$ cat src/rtl/core/lprfd_pkg.sv
// lprfd_pkg: shared types, widths, register indexes and reset values
// for the leg-pair row frame detector; no dependencies
`default_nettype none

package lprfd_pkg;

    localparam int PIXEL_W = 8;
    localparam int WIDTH_W = 7;
    localparam int RUNS_W  = 3;
    localparam int LEGS_W  = 2;
    localparam int ROWS_W  = 10;
    localparam int RATIO_W = 17;
    localparam int FRAC_W  = 16;
    localparam int INDEX_W = 3;

    typedef logic [PIXEL_W-1:0] pixel_t;
    typedef logic [WIDTH_W-1:0] width_t;
    typedef logic [RUNS_W-1:0]  runs_t;
    typedef logic [LEGS_W-1:0]  legs_t;
    typedef logic [ROWS_W-1:0]  rows_t;
    typedef logic [RATIO_W-1:0] ratio_t;
    typedef logic [INDEX_W-1:0] cfg_index_t;

    // saturation points
    localparam width_t WIDTH_SAT = 7'd127;
    localparam runs_t  RUNS_SAT  = 3'd7;
    localparam legs_t  LEGS_SAT  = 2'd3;
    localparam rows_t  MAX_ROWS  = 10'd1023;
    localparam legs_t  LEGS_PAIR = 2'd2;

    typedef enum logic [INDEX_W-1:0] {
        REG_PIXEL_LEVEL   = 3'd0,
        REG_MIN_LEG_WIDTH = 3'd1,
        REG_MAX_LEG_WIDTH = 3'd2,
        REG_RUN_LIMIT     = 3'd3,
        REG_COUNT_RATIO   = 3'd4,
        REG_STREAK_RATIO  = 3'd5
    } cfg_reg_e;

    localparam pixel_t RST_PIXEL_LEVEL   = 8'd128;
    localparam width_t RST_MIN_LEG_WIDTH = 7'd6;
    localparam width_t RST_MAX_LEG_WIDTH = 7'd66;
    localparam runs_t  RST_RUN_LIMIT     = 3'd4;
    localparam ratio_t RST_COUNT_RATIO   = 17'd0;
    // 0.13 in Q1.16, rounded to nearest
    localparam ratio_t RST_STREAK_RATIO  = 17'd8520;

    typedef struct packed {
        pixel_t pixel_level;
        width_t min_leg_width;
        width_t max_leg_width;
        runs_t  run_limit;
        ratio_t count_ratio;
        ratio_t streak_ratio;
    } cfg_t;

    typedef struct packed {
        logic match;
    } row_stat_t;

    typedef struct packed {
        rows_t matched_rows;
        rows_t longest_streak;
        rows_t row_total;
    } frame_stat_t;

endpackage

`default_nettype wire

$ cat src/rtl/core/lprfd_pix_if.sv
// lprfd_pix_if: pixel stream channel, one pixel per beat
// depends on lprfd_pkg
`default_nettype none

interface lprfd_pix_if;
    logic              valid;
    logic              ready;
    lprfd_pkg::pixel_t pixel;
    logic              row_end;
    logic              frame_end;

    modport source (output valid, output pixel, output row_end, output frame_end,
                    input ready);
    modport sink   (input valid, input pixel, input row_end, input frame_end,
                    output ready);
endinterface

`default_nettype wire

$ cat src/rtl/core/lprfd_res_if.sv
// lprfd_res_if: frame result channel, one result per beat
// depends on lprfd_pkg
`default_nettype none

interface lprfd_res_if;
    logic             valid;
    logic             ready;
    logic             found;
    lprfd_pkg::rows_t matched_rows;
    lprfd_pkg::rows_t longest_streak;
    lprfd_pkg::rows_t row_total;

    modport source (output valid, output found, output matched_rows,
                    output longest_streak, output row_total, input ready);
    modport sink   (input valid, input found, input matched_rows,
                    input longest_streak, input row_total, output ready);
endinterface

`default_nettype wire

$ cat src/rtl/core/lprfd_cfg_if.sv
// lprfd_cfg_if: configuration write channel, register index plus data
// depends on lprfd_pkg
`default_nettype none

interface lprfd_cfg_if;
    logic                  valid;
    logic                  ready;
    lprfd_pkg::cfg_index_t index;
    lprfd_pkg::ratio_t     data;

    modport source (output valid, output index, output data, input ready);
    modport sink   (input valid, input index, input data, output ready);
endinterface

`default_nettype wire

$ cat src/rtl/core/leg_pair_row_frame_detector_core.sv
// leg pair row frame detector: top level, pixel pipeline, frame counters
// and result register; depends on lprfd_pkg, the three channel interfaces,
// lprfd_row_scan and lprfd_ratio_check
// path: a frame_end pixel beat passes the input, frame count and result registers
// throughput: one pixel beat per cycle unless a frame_end beat waits on the result
//   side; row scan and frame counters close their loops on the input register
// reset: configuration returns to its defaults, row and frame state clear,
//   pipeline and result register empty
`default_nettype none

module leg_pair_row_frame_detector_core (
    input  wire logic clk,
    input  wire logic rst_n,
    lprfd_pix_if.sink   pix,
    lprfd_cfg_if.sink   cfg,
    lprfd_res_if.source res
);
    import lprfd_pkg::*;

    // configuration registers
    cfg_t cfg_reg;

    // input register: one pixel beat
    logic   in_valid_reg;
    pixel_t in_pixel_reg;
    logic   in_row_end_reg;
    logic   in_frame_end_reg;

    // frame counters
    rows_t rows_seen_reg, rows_seen_next;
    rows_t match_count_reg, match_count_next;
    rows_t streak_now_reg, streak_now_next;
    rows_t streak_best_reg, streak_best_next;

    // frame count register, waiting for the ratio test
    logic        stat_valid_reg;
    frame_stat_t stat_reg;
    frame_stat_t stat_next;

    // result register
    logic        res_valid_reg;
    logic        res_found_reg;
    frame_stat_t res_stat_reg;

    row_stat_t row_stat;
    logic      row_done;
    logic      found;

    // handshake chain
    logic res_free;
    logic stat_go;
    logic stat_free;
    logic in_go;

    // result register empties or is being taken
    assign res_free  = !res_valid_reg || res.ready;
    assign stat_go   = stat_valid_reg && res_free;
    assign stat_free = !stat_valid_reg || stat_go;
    // a pixel that closes no frame never waits on the result side
    assign in_go     = in_valid_reg && (!in_frame_end_reg || stat_free);
    assign pix.ready = !in_valid_reg || in_go;

    // configuration is taken at any time
    assign cfg.ready = 1'b1;

    // a frame end always closes the row too
    assign row_done = in_row_end_reg || in_frame_end_reg;

    always_ff @(posedge clk or negedge rst_n)
    begin
        if (!rst_n)
        begin
            cfg_reg.pixel_level   <= RST_PIXEL_LEVEL;
            cfg_reg.min_leg_width <= RST_MIN_LEG_WIDTH;
            cfg_reg.max_leg_width <= RST_MAX_LEG_WIDTH;
            cfg_reg.run_limit     <= RST_RUN_LIMIT;
            cfg_reg.count_ratio   <= RST_COUNT_RATIO;
            cfg_reg.streak_ratio  <= RST_STREAK_RATIO;
        end
        else if (cfg.valid)
        begin
            case (cfg.index)
                REG_PIXEL_LEVEL:   cfg_reg.pixel_level   <= cfg.data[PIXEL_W-1:0];
                REG_MIN_LEG_WIDTH: cfg_reg.min_leg_width <= cfg.data[WIDTH_W-1:0];
                REG_MAX_LEG_WIDTH: cfg_reg.max_leg_width <= cfg.data[WIDTH_W-1:0];
                REG_RUN_LIMIT:     cfg_reg.run_limit     <= cfg.data[RUNS_W-1:0];
                REG_COUNT_RATIO:   cfg_reg.count_ratio   <= cfg.data;
                REG_STREAK_RATIO:  cfg_reg.streak_ratio  <= cfg.data;
                default:           ; // unused indexes are dropped
            endcase
        end
    end

    // input register
    always_ff @(posedge clk or negedge rst_n)
    begin
        if (!rst_n)
        begin
            in_valid_reg <= 1'b0;
        end
        else if (pix.ready)
        begin
            in_valid_reg <= pix.valid;
        end
    end

    always_ff @(posedge clk)
    begin
        if (pix.valid && pix.ready)
        begin
            in_pixel_reg     <= pix.pixel;
            in_row_end_reg   <= pix.row_end;
            in_frame_end_reg <= pix.frame_end;
        end
    end

    lprfd_row_scan u_row_scan (
        .clk     (clk),
        .rst_n   (rst_n),
        .advance (in_go),
        .pixel   (in_pixel_reg),
        .row_end (row_done),
        .cfg     (cfg_reg),
        .stat    (row_stat)
    );

    // frame counters, updated on each row close
    always_comb
    begin
        rows_seen_next   = rows_seen_reg;
        match_count_next = match_count_reg;
        streak_now_next  = streak_now_reg;
        streak_best_next = streak_best_reg;

        if (row_done)
        begin
            rows_seen_next = (rows_seen_reg < MAX_ROWS) ? rows_seen_reg + 1'b1 : MAX_ROWS;
            if (row_stat.match)
            begin
                match_count_next = (match_count_reg < MAX_ROWS) ?
                                   match_count_reg + 1'b1 : MAX_ROWS;
                streak_now_next  = (streak_now_reg < MAX_ROWS) ?
                                   streak_now_reg + 1'b1 : MAX_ROWS;
                if (streak_now_next > streak_best_reg)
                begin
                    streak_best_next = streak_now_next;
                end
            end
            else
            begin
                streak_now_next = '0;
            end
        end

        // counts that go out with this frame
        stat_next.matched_rows   = match_count_next;
        stat_next.longest_streak = streak_best_next;
        stat_next.row_total      = rows_seen_next;
    end

    always_ff @(posedge clk or negedge rst_n)
    begin
        if (!rst_n)
        begin
            rows_seen_reg   <= '0;
            match_count_reg <= '0;
            streak_now_reg  <= '0;
            streak_best_reg <= '0;
        end
        else if (in_go)
        begin
            if (in_frame_end_reg)
            begin
                // next frame starts from zero
                rows_seen_reg   <= '0;
                match_count_reg <= '0;
                streak_now_reg  <= '0;
                streak_best_reg <= '0;
            end
            else
            begin
                rows_seen_reg   <= rows_seen_next;
                match_count_reg <= match_count_next;
                streak_now_reg  <= streak_now_next;
                streak_best_reg <= streak_best_next;
            end
        end
    end

    // frame count register
    always_ff @(posedge clk or negedge rst_n)
    begin
        if (!rst_n)
        begin
            stat_valid_reg <= 1'b0;
        end
        else if (stat_free)
        begin
            stat_valid_reg <= in_go && in_frame_end_reg;
        end
    end

    always_ff @(posedge clk)
    begin
        if (stat_free && in_go && in_frame_end_reg)
        begin
            stat_reg <= stat_next;
        end
    end

    lprfd_ratio_check u_ratio_check (
        .stat         (stat_reg),
        .count_ratio  (cfg_reg.count_ratio),
        .streak_ratio (cfg_reg.streak_ratio),
        .found        (found)
    );

    // result register
    always_ff @(posedge clk or negedge rst_n)
    begin
        if (!rst_n)
        begin
            res_valid_reg <= 1'b0;
        end
        else if (res_free)
        begin
            res_valid_reg <= stat_valid_reg;
        end
    end

    always_ff @(posedge clk)
    begin
        if (stat_go)
        begin
            res_found_reg <= found;
            res_stat_reg  <= stat_reg;
        end
    end

    assign res.valid          = res_valid_reg;
    assign res.found          = res_found_reg;
    assign res.matched_rows   = res_stat_reg.matched_rows;
    assign res.longest_streak = res_stat_reg.longest_streak;
    assign res.row_total      = res_stat_reg.row_total;

endmodule

`default_nettype wire

$ cat src/rtl/core/lprfd_row_scan.sv
// lprfd_row_scan: per-row bright run tracking and row match decision
// depends on lprfd_pkg
`default_nettype none

module lprfd_row_scan (
    input  wire logic                 clk,
    input  wire logic                 rst_n,
    input  wire logic                 advance,
    input  wire lprfd_pkg::pixel_t    pixel,
    input  wire logic                 row_end,
    input  wire lprfd_pkg::cfg_t      cfg,
    output lprfd_pkg::row_stat_t      stat
);
    import lprfd_pkg::*;

    logic   prev_bright_reg, prev_bright_next;
    width_t run_width_reg, run_width_next;
    runs_t  ended_runs_reg, ended_runs_next;
    legs_t  leg_runs_reg, leg_runs_next;

    logic   bright;
    logic   run_ends;
    logic   in_band;
    width_t width_upd;
    runs_t  ended_upd;
    legs_t  legs_upd;

    always_comb
    begin
        bright   = pixel > cfg.pixel_level;
        run_ends = !bright && prev_bright_reg;
        in_band  = (run_width_reg >= cfg.min_leg_width) &&
                   (run_width_reg < cfg.max_leg_width);

        if (bright)
        begin
            width_upd = (run_width_reg < WIDTH_SAT) ? run_width_reg + 1'b1 : WIDTH_SAT;
        end
        else
        begin
            width_upd = '0;
        end

        ended_upd = ended_runs_reg;
        legs_upd  = leg_runs_reg;
        if (run_ends)
        begin
            ended_upd = (ended_runs_reg < RUNS_SAT) ? ended_runs_reg + 1'b1 : RUNS_SAT;
            if (in_band)
            begin
                legs_upd = (leg_runs_reg < LEGS_SAT) ? leg_runs_reg + 1'b1 : LEGS_SAT;
            end
        end

        // decision uses the counts after this pixel
        stat.match = (ended_upd < cfg.run_limit) && (legs_upd == LEGS_PAIR);

        if (row_end)
        begin
            prev_bright_next = 1'b0;
            run_width_next   = '0;
            ended_runs_next  = '0;
            leg_runs_next    = '0;
        end
        else
        begin
            prev_bright_next = bright;
            run_width_next   = width_upd;
            ended_runs_next  = ended_upd;
            leg_runs_next    = legs_upd;
        end
    end

    always_ff @(posedge clk or negedge rst_n)
    begin
        if (!rst_n)
        begin
            prev_bright_reg <= 1'b0;
            run_width_reg   <= '0;
            ended_runs_reg  <= '0;
            leg_runs_reg    <= '0;
        end
        else if (advance)
        begin
            prev_bright_reg <= prev_bright_next;
            run_width_reg   <= run_width_next;
            ended_runs_reg  <= ended_runs_next;
            leg_runs_reg    <= leg_runs_next;
        end
    end

endmodule

`default_nettype wire

$ cat src/rtl/core/lprfd_ratio_check.sv
// lprfd_ratio_check: division-free Q1.16 ratio tests on frame counts
// depends on lprfd_pkg
`default_nettype none

module lprfd_ratio_check (
    input  wire lprfd_pkg::frame_stat_t stat,
    input  wire lprfd_pkg::ratio_t      count_ratio,
    input  wire lprfd_pkg::ratio_t      streak_ratio,
    output logic                        found
);
    import lprfd_pkg::*;

    localparam int PROD_W = RATIO_W + ROWS_W;

    logic [PROD_W-1:0] count_lhs, count_rhs;
    logic [PROD_W-1:0] streak_lhs, streak_rhs;

    always_comb
    begin
        // count * 2^16 against ratio * rows
        count_lhs  = PROD_W'({stat.matched_rows, FRAC_W'(0)});
        streak_lhs = PROD_W'({stat.longest_streak, FRAC_W'(0)});
        count_rhs  = PROD_W'(count_ratio) * PROD_W'(stat.row_total);
        streak_rhs = PROD_W'(streak_ratio) * PROD_W'(stat.row_total);
        found      = (count_lhs > count_rhs) && (streak_lhs > streak_rhs);
    end

endmodule

`default_nettype wire

$ cat src/flat_wrapper.sv
// flat-port wrapper written by rule: the top's interface ports become plain ports
module leg_pair_row_frame_detector_core_flat import lprfd_pkg::*;
  (clk, rst_n, pix_valid, pix_pixel, pix_row_end, pix_frame_end, pix_ready, cfg_valid, cfg_index, cfg_data, cfg_ready, res_valid, res_found, res_matched_rows, res_longest_streak, res_row_total, res_ready);
  lprfd_pix_if pix_i ();
  lprfd_cfg_if cfg_i ();
  lprfd_res_if res_i ();
  input  wire logic clk;
  input  wire logic rst_n;
  input wire logic [$bits(pix_i.valid)-1:0] pix_valid;
  input wire logic [$bits(pix_i.pixel)-1:0] pix_pixel;
  input wire logic [$bits(pix_i.row_end)-1:0] pix_row_end;
  input wire logic [$bits(pix_i.frame_end)-1:0] pix_frame_end;
  output wire logic [$bits(pix_i.ready)-1:0] pix_ready;
  input wire logic [$bits(cfg_i.valid)-1:0] cfg_valid;
  input wire logic [$bits(cfg_i.index)-1:0] cfg_index;
  input wire logic [$bits(cfg_i.data)-1:0] cfg_data;
  output wire logic [$bits(cfg_i.ready)-1:0] cfg_ready;
  output wire logic [$bits(res_i.valid)-1:0] res_valid;
  output wire logic [$bits(res_i.found)-1:0] res_found;
  output wire logic [$bits(res_i.matched_rows)-1:0] res_matched_rows;
  output wire logic [$bits(res_i.longest_streak)-1:0] res_longest_streak;
  output wire logic [$bits(res_i.row_total)-1:0] res_row_total;
  input wire logic [$bits(res_i.ready)-1:0] res_ready;
  assign pix_i.valid = pix_valid;
  assign pix_i.pixel = pix_pixel;
  assign pix_i.row_end = pix_row_end;
  assign pix_i.frame_end = pix_frame_end;
  assign pix_ready = pix_i.ready;
  assign cfg_i.valid = cfg_valid;
  assign cfg_i.index = cfg_index;
  assign cfg_i.data = cfg_data;
  assign cfg_ready = cfg_i.ready;
  assign res_valid = res_i.valid;
  assign res_found = res_i.found;
  assign res_matched_rows = res_i.matched_rows;
  assign res_longest_streak = res_i.longest_streak;
  assign res_row_total = res_i.row_total;
  assign res_i.ready = res_ready;
  leg_pair_row_frame_detector_core u_core (.clk(clk), .rst_n(rst_n), .pix(pix_i), .cfg(cfg_i), .res(res_i));
endmodule
$ cat config.mk
export PLATFORM = sky130hd
export DESIGN_NAME = leg_pair_row_frame_detector_core_flat
export DESIGN_NICKNAME = d
export VERILOG_FILES = /design/src/rtl/core/lprfd_pkg.sv /design/src/rtl/core/lprfd_pix_if.sv /design/src/rtl/core/lprfd_res_if.sv /design/src/rtl/core/lprfd_cfg_if.sv /design/src/rtl/core/leg_pair_row_frame_detector_core.sv /design/src/rtl/core/lprfd_row_scan.sv /design/src/rtl/core/lprfd_ratio_check.sv /design/src/flat_wrapper.sv
export SDC_FILE = /design/constraint.sdc
export NUM_CORES = 1
export LEC_CHECK = 0
export BUFFER_PORTS_ARGS = -buffer_cell sky130_fd_sc_hd__clkbuf_2
export CORE_ASPECT_RATIO = 1.25
export CORE_MARGIN = 8
export CORE_UTILIZATION = 45
export CTS_CLUSTER_DIAMETER = 200
export DETAILED_ROUTE_END_ITERATION = 8
export SKIP_CTS_REPAIR_TIMING = 1
export SLEW_MARGIN = 10
export SYNTH_ARGS = -nofsm -noshare
export SYNTH_HDL_FRONTEND = slang
export SYNTH_HIERARCHICAL = 1
export SYNTH_SLANG_ARGS = --single-unit
$ cat constraint.sdc
create_clock -name clk -period 8.55 [get_ports clk]
set_clock_uncertainty 0.15 [all_clocks]
set_input_delay 1.2825 -clock clk [delete_from_list [all_inputs] [get_ports clk]]
set_output_delay 1.2825 -clock clk [all_outputs]
set_load 0.005 [all_outputs]
* After elaboration in Yosys (flattened, before gate mapping)
Index checks and enable logic that the tools add are counted. W data, S select, Z words.
Word-level totals: flip-flop bits (word level) 186, input port bits 35
Operators by class: $add $sub $neg 6, $mul 2, order comparisons 13, eq/ne operators 6, multiplexer cells 26, reductions and logical operators 29
Operators by type and width (count):
- $mux W10 | 15
- $gt A26 B27 Y1 | 2
- $mul A17 B10 Y27 | 2
- $add A10 B1 Y10 const B | 3
- $lt A10 B10 Y1 const B | 3
- $mux W7 | 3
- $reduce_and A2 Y1 | 7
- $gt A10 B10 Y1 | 1
- $logic_and A1 B1 Y1 | 10
- $mux W3 | 3
- $gt A8 B8 Y1 | 1
- $mux W2 | 4
- $add A7 B1 Y7 const B | 1
- $ge A7 B7 Y1 | 1
- $lt A7 B7 Y1 | 1
- $lt A7 B7 Y1 const B | 1
- $eq A3 B2 Y1 const B | 2
- $eq A3 B3 Y1 const B | 2
- $logic_not A1 Y1 | 5
- $logic_or A1 B1 Y1 | 5
- $add A3 B1 Y3 const B | 1
- $eq A3 B1 Y1 const B | 1
- $logic_not A3 Y1 | 1
- $lt A3 B3 Y1 | 1
- other kinds (6) | 6

* Longest topological paths before layout
Gate-level depths: netlist of the first run.
depth in word-level cells 9, gate-level depth with buffers 31, depth with buffers taken out 29

* Modules after synthesis
Netlist of the first run, hierarchy kept.
By module, submodules not included:
- lprfd_ratio_check | instances 1, cells an instance 1381, area each 11566.1 um2
- leg_pair_row_frame_detector_core | instances 1, cells an instance 528, area each 7427.1 um2
- lprfd_row_scan | instances 1, cells an instance 163, area each 1348.8 um2

* Worst setup path before layout of the first run
OpenSTA, ideal clock, no wires.
path type register to register, start point register u_core/stat_reg[3] (netlist bit), end point register u_core.res_found_reg (netlist: u_core/res.found) (data pin), arrival 6882 ps, required time 8146 ps, setup slack 1264 ps, cell stages (with the launch flop) 29, path buffers 2, cell sequence edfxtp_1 clkbuf_1 clkbuf_1 nand2_1 fa_1 inv_1 fa_1 fa_1 fa_1 inv_1 fa_1 inv_1 ha_1 a21oi_1 o211ai_1 a211oi_2 nor2_1 or2_1 a21oi_1 xor2_1 ha_1 nand4bb_1 a2111oi_4 nand4_1 a2111oi_2 nand4_1 or4_1 nand3_1 nor3_1
Between the ends: word-level cells in the longest chain between the ends 3, elaborated cells on any way between the ends 5
RTL lines:
- from (decl) | RTL line leg_pair_row_frame_detector_core.sv:37 | frame_stat_t stat_reg;
- from (signal assigned) | RTL line leg_pair_row_frame_detector_core.sv:207 | stat_reg <= stat_next;
- $mul A17 B10 Y27 (on tied branches) | RTL line lprfd_ratio_check.sv:23, lprfd_ratio_check.sv:24
- $gt A26 B27 Y1 | RTL line lprfd_ratio_check.sv:25 | found = (count_lhs > count_rhs) && (streak_lhs > streak_rhs);
- $logic_and A1 B1 Y1 * | RTL line lprfd_ratio_check.sv:25
- net u_core.found | RTL line leg_pair_row_frame_detector_core.sv:47 | logic found;
- to (signal assigned) | RTL line leg_pair_row_frame_detector_core.sv:235 | res_found_reg <= found;
- to (decl) | RTL line leg_pair_row_frame_detector_core.sv:42 | logic res_found_reg;
Mark *: on every way through the listed nets, which the timed path passes. The rest lies on a longest branch. A chain may end at the register's enable or synchronous reset.

* Final worst setup path of the first run
start point register u_core/stat_reg[1] (netlist bit), end point register u_core.res_found_reg (netlist: u_core/res.found) (data pin)
The elaborated chain is that of the path after synthesis.

==> impl_summary.log, run 1 <==
[metrics] dominant cell type by area after synthesis: sky130_fd_sc_hd__fa_1
[metrics] end of the critical path: u_core/res.found
[metrics] Final Critical Period: approximately 8000 ps
[metrics] TritonCTS clock tree: built
[metrics] max frequency: ~0.13 GHz
[metrics] classification of the worst setup path: register to register
[metrics] Die H: 254 um
[metrics] count of H-tree levels built during CTS: 4
[metrics] endpoint of the most critical register-to-register path: u_core/res.found
[metrics] mean number of vias per cell: approximately 5.5
[metrics] power density of the placed cells: about 380 nW/um2
[metrics] Setup violations, final: 0
[metrics] clock transition at the register clock pins on the worst setup and hold paths after CTS: 70 ps
[metrics] highest ir drop seen on vdd: slightly below 0.3 mV
[metrics] number of sinks handled by clock tree synthesis: between 150 and 200
[metrics] final WL: between 50 and 60 mm
[metrics] Sw Ratio: 0.517
[metrics] Distinct cells, synth: 100
[metrics] core area: around 45000 um2
[metrics] Period Utilization, post-route: 0.933
[metrics] number of detailed-route iterations in the first pass: 5
[metrics] antenna violations before repair: 0
[metrics] # placed instances: 2646
[metrics] TritonCTS Buffers: 17
[metrics] Detail Placement HPWL: between 40 and 50 mm
[metrics] flop-to-flop setup slack: ~570 ps
[metrics] number of remaining DRC errors: 0
[metrics] top flip-flop cell by instance count after synthesis: sky130_fd_sc_hd__dfrtp_1
[metrics] area taken by multi-input logic gates: approximately 14000 um2
[metrics] internal power: slightly below 0.004 W
[metrics] Pins Over Slew Limit: 0
[metrics] standard-cell rows: 87
[metrics] synth-to-layout area growth: 6.99%
[metrics] Commonest cells post-synth: 321 x sky130_fd_sc_hd__inv_1, 252 x sky130_fd_sc_hd__nand2_1, 236 x sky130_fd_sc_hd__fa_1
[metrics] pin count of the biggest net entering global routing: between 60 and 70
[metrics] reg-to-reg startpoint: u_core/stat_reg[1]
[metrics] combinational cell fraction of total power: 0.755
[metrics] highest fanout seen on the critical path: 17
[metrics] first-pass GRT wire length: between 80 and 90 mm
[metrics] power share of the clock group: 0.099
[metrics] endpoints failing hold: 0
[metrics] later-pin clock latency in the skew report: ~460 ps
[metrics] synthesized netlist net count: 2525
[metrics] class of the tightest hold or removal check: register to register
[metrics] mean post-synth cell area: slightly below 10 um2
[metrics] RD Place Congestion: 0.882
[metrics] mean routed wirelength per cell: approximately 19 um
[metrics] Total Neg Setup Slack: 0 ps
[metrics] effective utilization at floorplan: 0.454
[metrics] status: finished, final reports clean
[metrics] CP Launch Point: u_core/stat_reg[1]
[metrics] EDFF count, synth: 71
[metrics] register area share after synthesis: 0.247
[metrics] Static Leak: approximately 11 nW
[metrics] fraction of layout instances using a drive strength above 1: 0.110
[metrics] cells taking the most area after synthesis: sky130_fd_sc_hd__fa_1 23%, sky130_fd_sc_hd__dfrtp_1 13%, sky130_fd_sc_hd__ha_1 11%, sky130_fd_sc_hd__edfxtp_1 10%, sky130_fd_sc_hd__inv_1 5.9%
[metrics] Slew Limit Headroom: 0.254
[metrics] crit path launch type: register
[metrics] flops & latches, synth: 186
[metrics] Worst Max-Slew Pin Slew: about 1100 ps
[metrics] Iter 0 DRT Violations: ~600
[metrics] Yosys warning count: 6
[metrics] CTS root buffer: sky130_fd_sc_hd__clkbuf_16
[metrics] grt ovf: 0
[metrics] Critical Path Sink Type: register
[metrics] Post-layout nets: 2540
[metrics] count of vias placed by the detailed router: 14826
[metrics] Hold Worst Slack: ~350 ps
[metrics] global routing usage summed across all routing layers: 0.202
[metrics] most repeated cell in the gate-level netlist after synthesis: sky130_fd_sc_hd__inv_1
[metrics] Worst Path Required: 8610 ps
[metrics] antenna-violating nets left: 0
[metrics] Flop pwr share: 0.146
[metrics] final-layout fill cell count: around 4300
[metrics] post-route core utilization: 0.485
[metrics] power spent charging and discharging nets: roughly 0.0042 W
[metrics] number of standard cells in the final layout excluding fillers: between 2000 and 3000
[metrics] horizontal die dimension: about 210 um
[metrics] fraction of synthesized cell area taken by the top area cell type: 0.232
[metrics] ant diodes: 0
[metrics] path depth of the worst reg2reg path: 27
[metrics] number of port buffers: between 60 and 70
[metrics] area of all sequential standard cells: ~5000 um2
[metrics] number of flip-flops in the largest register: just under 60
[metrics] fraction of registers with async set/reset: 0.618
[metrics] MaxCap Viol Count: 0
[metrics] die footprint: between 50000 and 60000 um2
[metrics] launch instance of the worst min-delay path: u_core/stat_reg[19]
[metrics] setup repair after global routing missed its margin: no
[metrics] count of boundary I/O pins: 69
[metrics] Bufs on Longest Clock Path: 2
[metrics] arrival time at the worst endpoint: 8040 ps
[metrics] via count of the first global-routing pass: approximately 16000
[metrics] mapped cell area: between 20000 and 25000 um2
[metrics] post-synthesis instance total: around 2100
## through the flow
| step | instance area [um2] | power, W | setup slack [ps] |
|---|---|---|---|
| final | 21800 | 0.00820 | 573 |
| after global routing | 21800 | 0.00910 | 113 |
| after CTS | 21800 | 0.00827 | 567 |
| after detailed placement | 21200 | 0.00739 | 592 |
| after global placement | 21200 | 0.00728 | 794 |
| after floorplan | 20300 | 0.00585 | 1260 |
## cell type report
| type | instances | area share |
|---|---|---|
| clock buffers | 20 | 0.0220 |
| clock inverters | 12 | 0.00540 |
| inverters | 325 | 0.0561 |
| multi-input cells | 1471 | 0.631 |
| flip-flops and latches | 186 | 0.231 |
| well taps | 578 | 0.0332 |
| repair buffers | 86 | 0.0221 |
## metal layers
layer  vias up  wire length (um)  GRT usage
met5         -                 0          0
met4         0              1740     0.0822
met3       101              1340     0.0213
met2       272             26800      0.361
met1      7587             21100      0.244
li1       6866                 -          -
## cell usage in the layout (no fill, tap or decap), types with 19 or more instances in the layout
| cell type | synthesis | final |
|---|---|---|
| sky130_fd_sc_hd__a22o_1 | 19 | 19 |
| sky130_fd_sc_hd__clkbuf_2 | 0 | 66 |
| sky130_fd_sc_hd__a21oi_1 | 76 | 76 |
| sky130_fd_sc_hd__nand3_1 | 32 | 32 |
| sky130_fd_sc_hd__nor2_1 | 52 | 52 |
| sky130_fd_sc_hd__dfrtp_1 | 105 | 105 |
| sky130_fd_sc_hd__o21ai_0 | 49 | 49 |
| sky130_fd_sc_hd__and2_1 | 167 | 167 |
| sky130_fd_sc_hd__xnor2_1 | 26 | 26 |
| sky130_fd_sc_hd__edfxtp_1 | 71 | 71 |
| sky130_fd_sc_hd__a31oi_1 | 20 | 20 |
| sky130_fd_sc_hd__nand2_1 | 252 | 252 |
| sky130_fd_sc_hd__inv_1 | 321 | 321 |
| sky130_fd_sc_hd__fa_1 | 236 | 236 |
| sky130_fd_sc_hd__ha_1 | 182 | 182 |
| sky130_fd_sc_hd__mux2_2 | 54 | 54 |
| sky130_fd_sc_hd__buf_4 | 2 | 20 |
| sky130_fd_sc_hd__nor3_1 | 21 | 21 |
## kinds of logic (layout without fill, tap and decap cells)
logic type | after synthesis | in the layout | synth area share
AND/OR/NAND/NOR | 627 | 627 | 0.159
adder cells (fa/ha/maj) | 418 | 418 | 0.344
buffers and inverters | 415 | 443 | 0.0785
AO/OA/AOI/OAI | 306 | 306 | 0.108
flip-flops | 186 | 186 | 0.247
multiplexers | 77 | 77 | 0.0442
XOR/XNOR | 42 | 42 | 0.0194
other | 1 | 1 | 0.000184
## power by group through the flow
stage	Clock (W)	Sequential (W)	Combinational, W
3_5_place_dp	0	0.00121	0.00618
6_report	0.000812	0.00119	0.00619
4_1_cts	0.000837	0.00120	0.00623
5_1_grt	0.000866	0.00121	0.00702
3_3_place_gp	0	0.00121	0.00607
2_1_floorplan	0	0.00108	0.00477
## how the worst min path moves through the flow
stage                                    to  slack (ps)  depth (start not counted)
2_1_floorplan       u_core/res.row_total[3]         270                          0
4_1_cts             u_core/res.row_total[0]         350                          0
5_1_grt             u_core/res.row_total[0]         370                          0
6_report       u_core/res.longest_streak[9]         350                          0
3_3_place_gp               u_core/res.valid         320                          1
3_5_place_dp               u_core/res.valid         330                          1
## critical path, cell delays in order, from the launching register on
cell and delay (ps):
sky130_fd_sc_hd__edfxtp_1 750, sky130_fd_sc_hd__nand2_1 180, sky130_fd_sc_hd__fa_1 580, sky130_fd_sc_hd__inv_1 60, sky130_fd_sc_hd__fa_1 540, sky130_fd_sc_hd__fa_1 460, sky130_fd_sc_hd__fa_1 550, sky130_fd_sc_hd__inv_1 60
sky130_fd_sc_hd__fa_1 520, sky130_fd_sc_hd__inv_1 40, sky130_fd_sc_hd__ha_1 380, sky130_fd_sc_hd__nand2_1 130, sky130_fd_sc_hd__nor2_1 50, sky130_fd_sc_hd__a211oi_1 310, sky130_fd_sc_hd__o21ai_0 140, sky130_fd_sc_hd__a311o_1 390
sky130_fd_sc_hd__a31oi_2 280, sky130_fd_sc_hd__o21ai_1 130, sky130_fd_sc_hd__xnor2_1 150, sky130_fd_sc_hd__ha_1 310, sky130_fd_sc_hd__nand2_1 70, sky130_fd_sc_hd__nor3_1 310, sky130_fd_sc_hd__nand4_1 150, sky130_fd_sc_hd__a2111oi_2 230
sky130_fd_sc_hd__nand4_1 140, sky130_fd_sc_hd__or4_1 490, sky130_fd_sc_hd__nand3_1 120, sky130_fd_sc_hd__nor3_1 60
Power figures use the tool's default switching activity.
==> run 2: changes to the inputs <==
--- a/config.mk
+++ b/config.mk
@@ -8,7 +8,7 @@
 export BUFFER_PORTS_ARGS = -buffer_cell sky130_fd_sc_hd__clkbuf_2
 export CORE_ASPECT_RATIO = 1.25
 export CORE_MARGIN = 8
-export CORE_UTILIZATION = 45
+export CORE_UTILIZATION = 40
 export CTS_CLUSTER_DIAMETER = 200
 export DETAILED_ROUTE_END_ITERATION = 8
 export SKIP_CTS_REPAIR_TIMING = 1
==> constraint.sdc (replaced) <==
create_clock -name clk -period 8.55 [get_ports clk]
set_clock_uncertainty 0.15 [all_clocks]
set_input_delay 1.2825 -clock clk [delete_from_list [all_inputs] [get_ports clk]]
set_output_delay 1.2825 -clock clk [all_outputs]
set_load 0.1 [all_outputs]
==> run 2 against run 1 <==
  * Die area rose by 12%
  * Sequential cell count did not move
  * Core utilization fell by 4.7 points
  * Highest routed layer unchanged
==> impl_summary.log, run 2 (same netlist as run 1, synthesis figures left out) <==
[metrics] standard-cell rows: about 90
[metrics] MaxCap Viol Count: 0
[metrics] classification of the worst setup path: register to register
[metrics] setup repair after global routing missed its margin: no
[metrics] number of standard cells in the final layout excluding fillers: between 2000 and 3000
[metrics] total power consumption of the routed design: roughly 0.0083 W
[metrics] number of sinks handled by clock tree synthesis: roughly 190
[metrics] count of H-tree levels built during CTS: 4
[metrics] count of boundary I/O pins: slightly below 70
[metrics] met1 Track Usage GR: 0.215
[metrics] synth-to-layout area growth: 8.50%
[metrics] endpoint of the most critical register-to-register path: u_core/res.found
[metrics] power spent charging and discharging nets: ~0.0043 W
[metrics] max frequency: 0.126 GHz
[metrics] global routing usage summed across all routing layers: 0.181
[metrics] Sw Ratio: 0.522
[metrics] Global Route met3 Usage: 0.0198
[metrics] arrival time at the worst endpoint: 8020 ps
[metrics] Worst Max-Slew Pin Slew: around 1200 ps
[metrics] Bufs on Longest Clock Path: 2
[metrics] mean routed wirelength per cell: between 15 and 20 um
[metrics] commonest cells after routing, fill and taps aside: 321 x sky130_fd_sc_hd__inv_1, 252 x sky130_fd_sc_hd__nand2_1, 236 x sky130_fd_sc_hd__fa_1
[metrics] power share of the clock group: 0.098
[metrics] later-pin clock latency in the skew report: approximately 460 ps
[metrics] Detail Placement HPWL: ~41 mm
[metrics] reg-to-reg startpoint: u_core/stat_reg[4]
[metrics] number of detailed-route iterations in the first pass: 5
[metrics] number of flip-flops in the largest register: roughly 60
[metrics] final WL: 51.6 mm
[metrics] count of vias placed by the detailed router: about 15000
[metrics] antenna-violating nets left: 0
[metrics] horizontal die dimension: between 200 and 250 um
[metrics] TritonCTS Buffers: 17
[metrics] internal power: 0.00396 W
[metrics] highest ir drop seen on vdd: between 0.2 and 0.3 mV
[metrics] endpoints failing hold: 0
[metrics] Iter 0 DRT Violations: 814
[metrics] highest fanout seen on the critical path: 23
[metrics] Critical-path top delay cell: sky130_fd_sc_hd__fa_1
[metrics] first-pass GRT wire length: 84.5 mm
[metrics] clock transition at the register clock pins on the worst setup and hold paths after CTS: about 80 ps
[metrics] status: finished, final reports clean
[metrics] Critical Path Sink Type: register
[metrics] Static Leak: 10.8 nW
[metrics] routing usage on met2: 0.336
[metrics] final-layout fill cell count: 4810
[metrics] # placed instances: about 2700
[metrics] stages on the worst setup path: 28
[metrics] flop-to-flop setup slack: between 500 and 600 ps
[metrics] pin count of the biggest net entering global routing: approximately 70
[metrics] antenna violations before repair: 0
[metrics] class of the tightest hold or removal check: register to register
[metrics] Post-layout nets: ~2600
[metrics] largest stage delay on the critical path: ~550 ps
[metrics] Flop pwr share: 0.145
[metrics] core area: a little over 50000 um2
[metrics] Final Critical Period: just under 8000 ps
[metrics] fraction of layout instances using a drive strength above 1: 0.120
[metrics] gate family responsible for the most delay along the worst path: adder cells
[metrics] GRT busiest layer: met2
[metrics] dominant cell type by count on the critical path: sky130_fd_sc_hd__fa_1
[metrics] Slew Limit Headroom: 0.215
[metrics] Setup violations, final: 0
[metrics] die footprint: between 50000 and 60000 um2
[metrics] CP Launch Point: u_core/stat_reg[4]
[metrics] power density of the placed cells: approximately 370 nW/um2
[metrics] number of remaining DRC errors: 0
[metrics] effective utilization at floorplan: 0.404
[metrics] Die H: roughly 270 um
[metrics] crit path launch type: register
[metrics] TritonCTS clock tree: built
[metrics] end of the critical path: u_core/res.found
[metrics] RD Place Congestion: 0.862
[metrics] mean number of vias per cell: 5.35
[metrics] CTS root buffer: sky130_fd_sc_hd__clkbuf_16
[metrics] Worst Path Required: ~8600 ps
[metrics] path depth of the worst reg2reg path: 28
[metrics] Pins Over Slew Limit: 0
[metrics] Period Utilization, post-route: 0.931
[metrics] grt ovf: 0
[metrics] via count of the first global-routing pass: between 15000 and 20000
[metrics] number of port buffers: 67
[metrics] total buffers and inverters traversed by the critical path: 4
[metrics] combinational cell fraction of total power: 0.758
[metrics] Total Neg Setup Slack: 0 ps
[metrics] launch instance of the worst min-delay path: u_core/stat_reg[23]
[metrics] leading cell type in the layout, fill and taps excluded: sky130_fd_sc_hd__inv_1
==> run 2: final cells by class <==
| cell class | instances | area [um2] | share of cell area |
|---|---|---|---|
| clock buffers | 17 | 425 | 0.0193 |
| diodes | 1 | 2.50 | 0.000113 |
| inverters | 325 | 1220 | 0.0553 |
| flip-flops and latches | 186 | 5020 | 0.228 |
| well taps | 658 | 823 | 0.0373 |
| clock inverters | 15 | 184 | 0.00833 |
| multi-input cells | 1471 | 13700 | 0.622 |
| repair buffers | 108 | 671 | 0.0304 |
==> run 2: routing by layer <==
| layer | up-vias | share of wire |
|---|---|---|
| met5 | - | 0 |
| met3 | 52 | 0.027 |
| met2 | 284 | 0.54 |
| met4 | 0 | 0.025 |
| met1 | 7629 | 0.41 |
| li1 | 6927 | - |
==> run 2: worst min-delay path by stage <==
stage	to	slack, ps	depth (start not counted)
after floorplan	u_core/res.row_total[3]	270	0
after global placement	u_core/res.valid	330	1
after detailed placement	u_core/res.matched_rows[4]	330	0
after CTS	u_core/res.longest_streak[5]	350	0
after global routing	u_core/res.matched_rows[3]	370	0
final	u_core/res.matched_rows[3]	350	0
==> run 2: through the flow <==
step | util | hold slack [ps] | area (um2) | setup slack, ps
3_3_place_gp | 0.424 | 327 | 21400 | 430
2_1_floorplan | - | 274 | 20300 | 1260
6_report | 0.439 | 352 | 22100 | 592
3_5_place_dp | 0.424 | 334 | 21400 | 353
5_1_grt | 0.439 | 374 | 22100 | 89.8
4_1_cts | 0.437 | 354 | 22000 | 323
==> run 2: power by group through the flow <==
stage,sequential (W),combinational [W],clock (W)
6_report,0.00120,0.00627,0.000810
3_5_place_dp,0.00122,0.00622,0
3_3_place_gp,0.00122,0.00614,0
4_1_cts,0.00120,0.00628,0.000842
2_1_floorplan,0.00116,0.00477,0
5_1_grt,0.00121,0.00711,0.000864
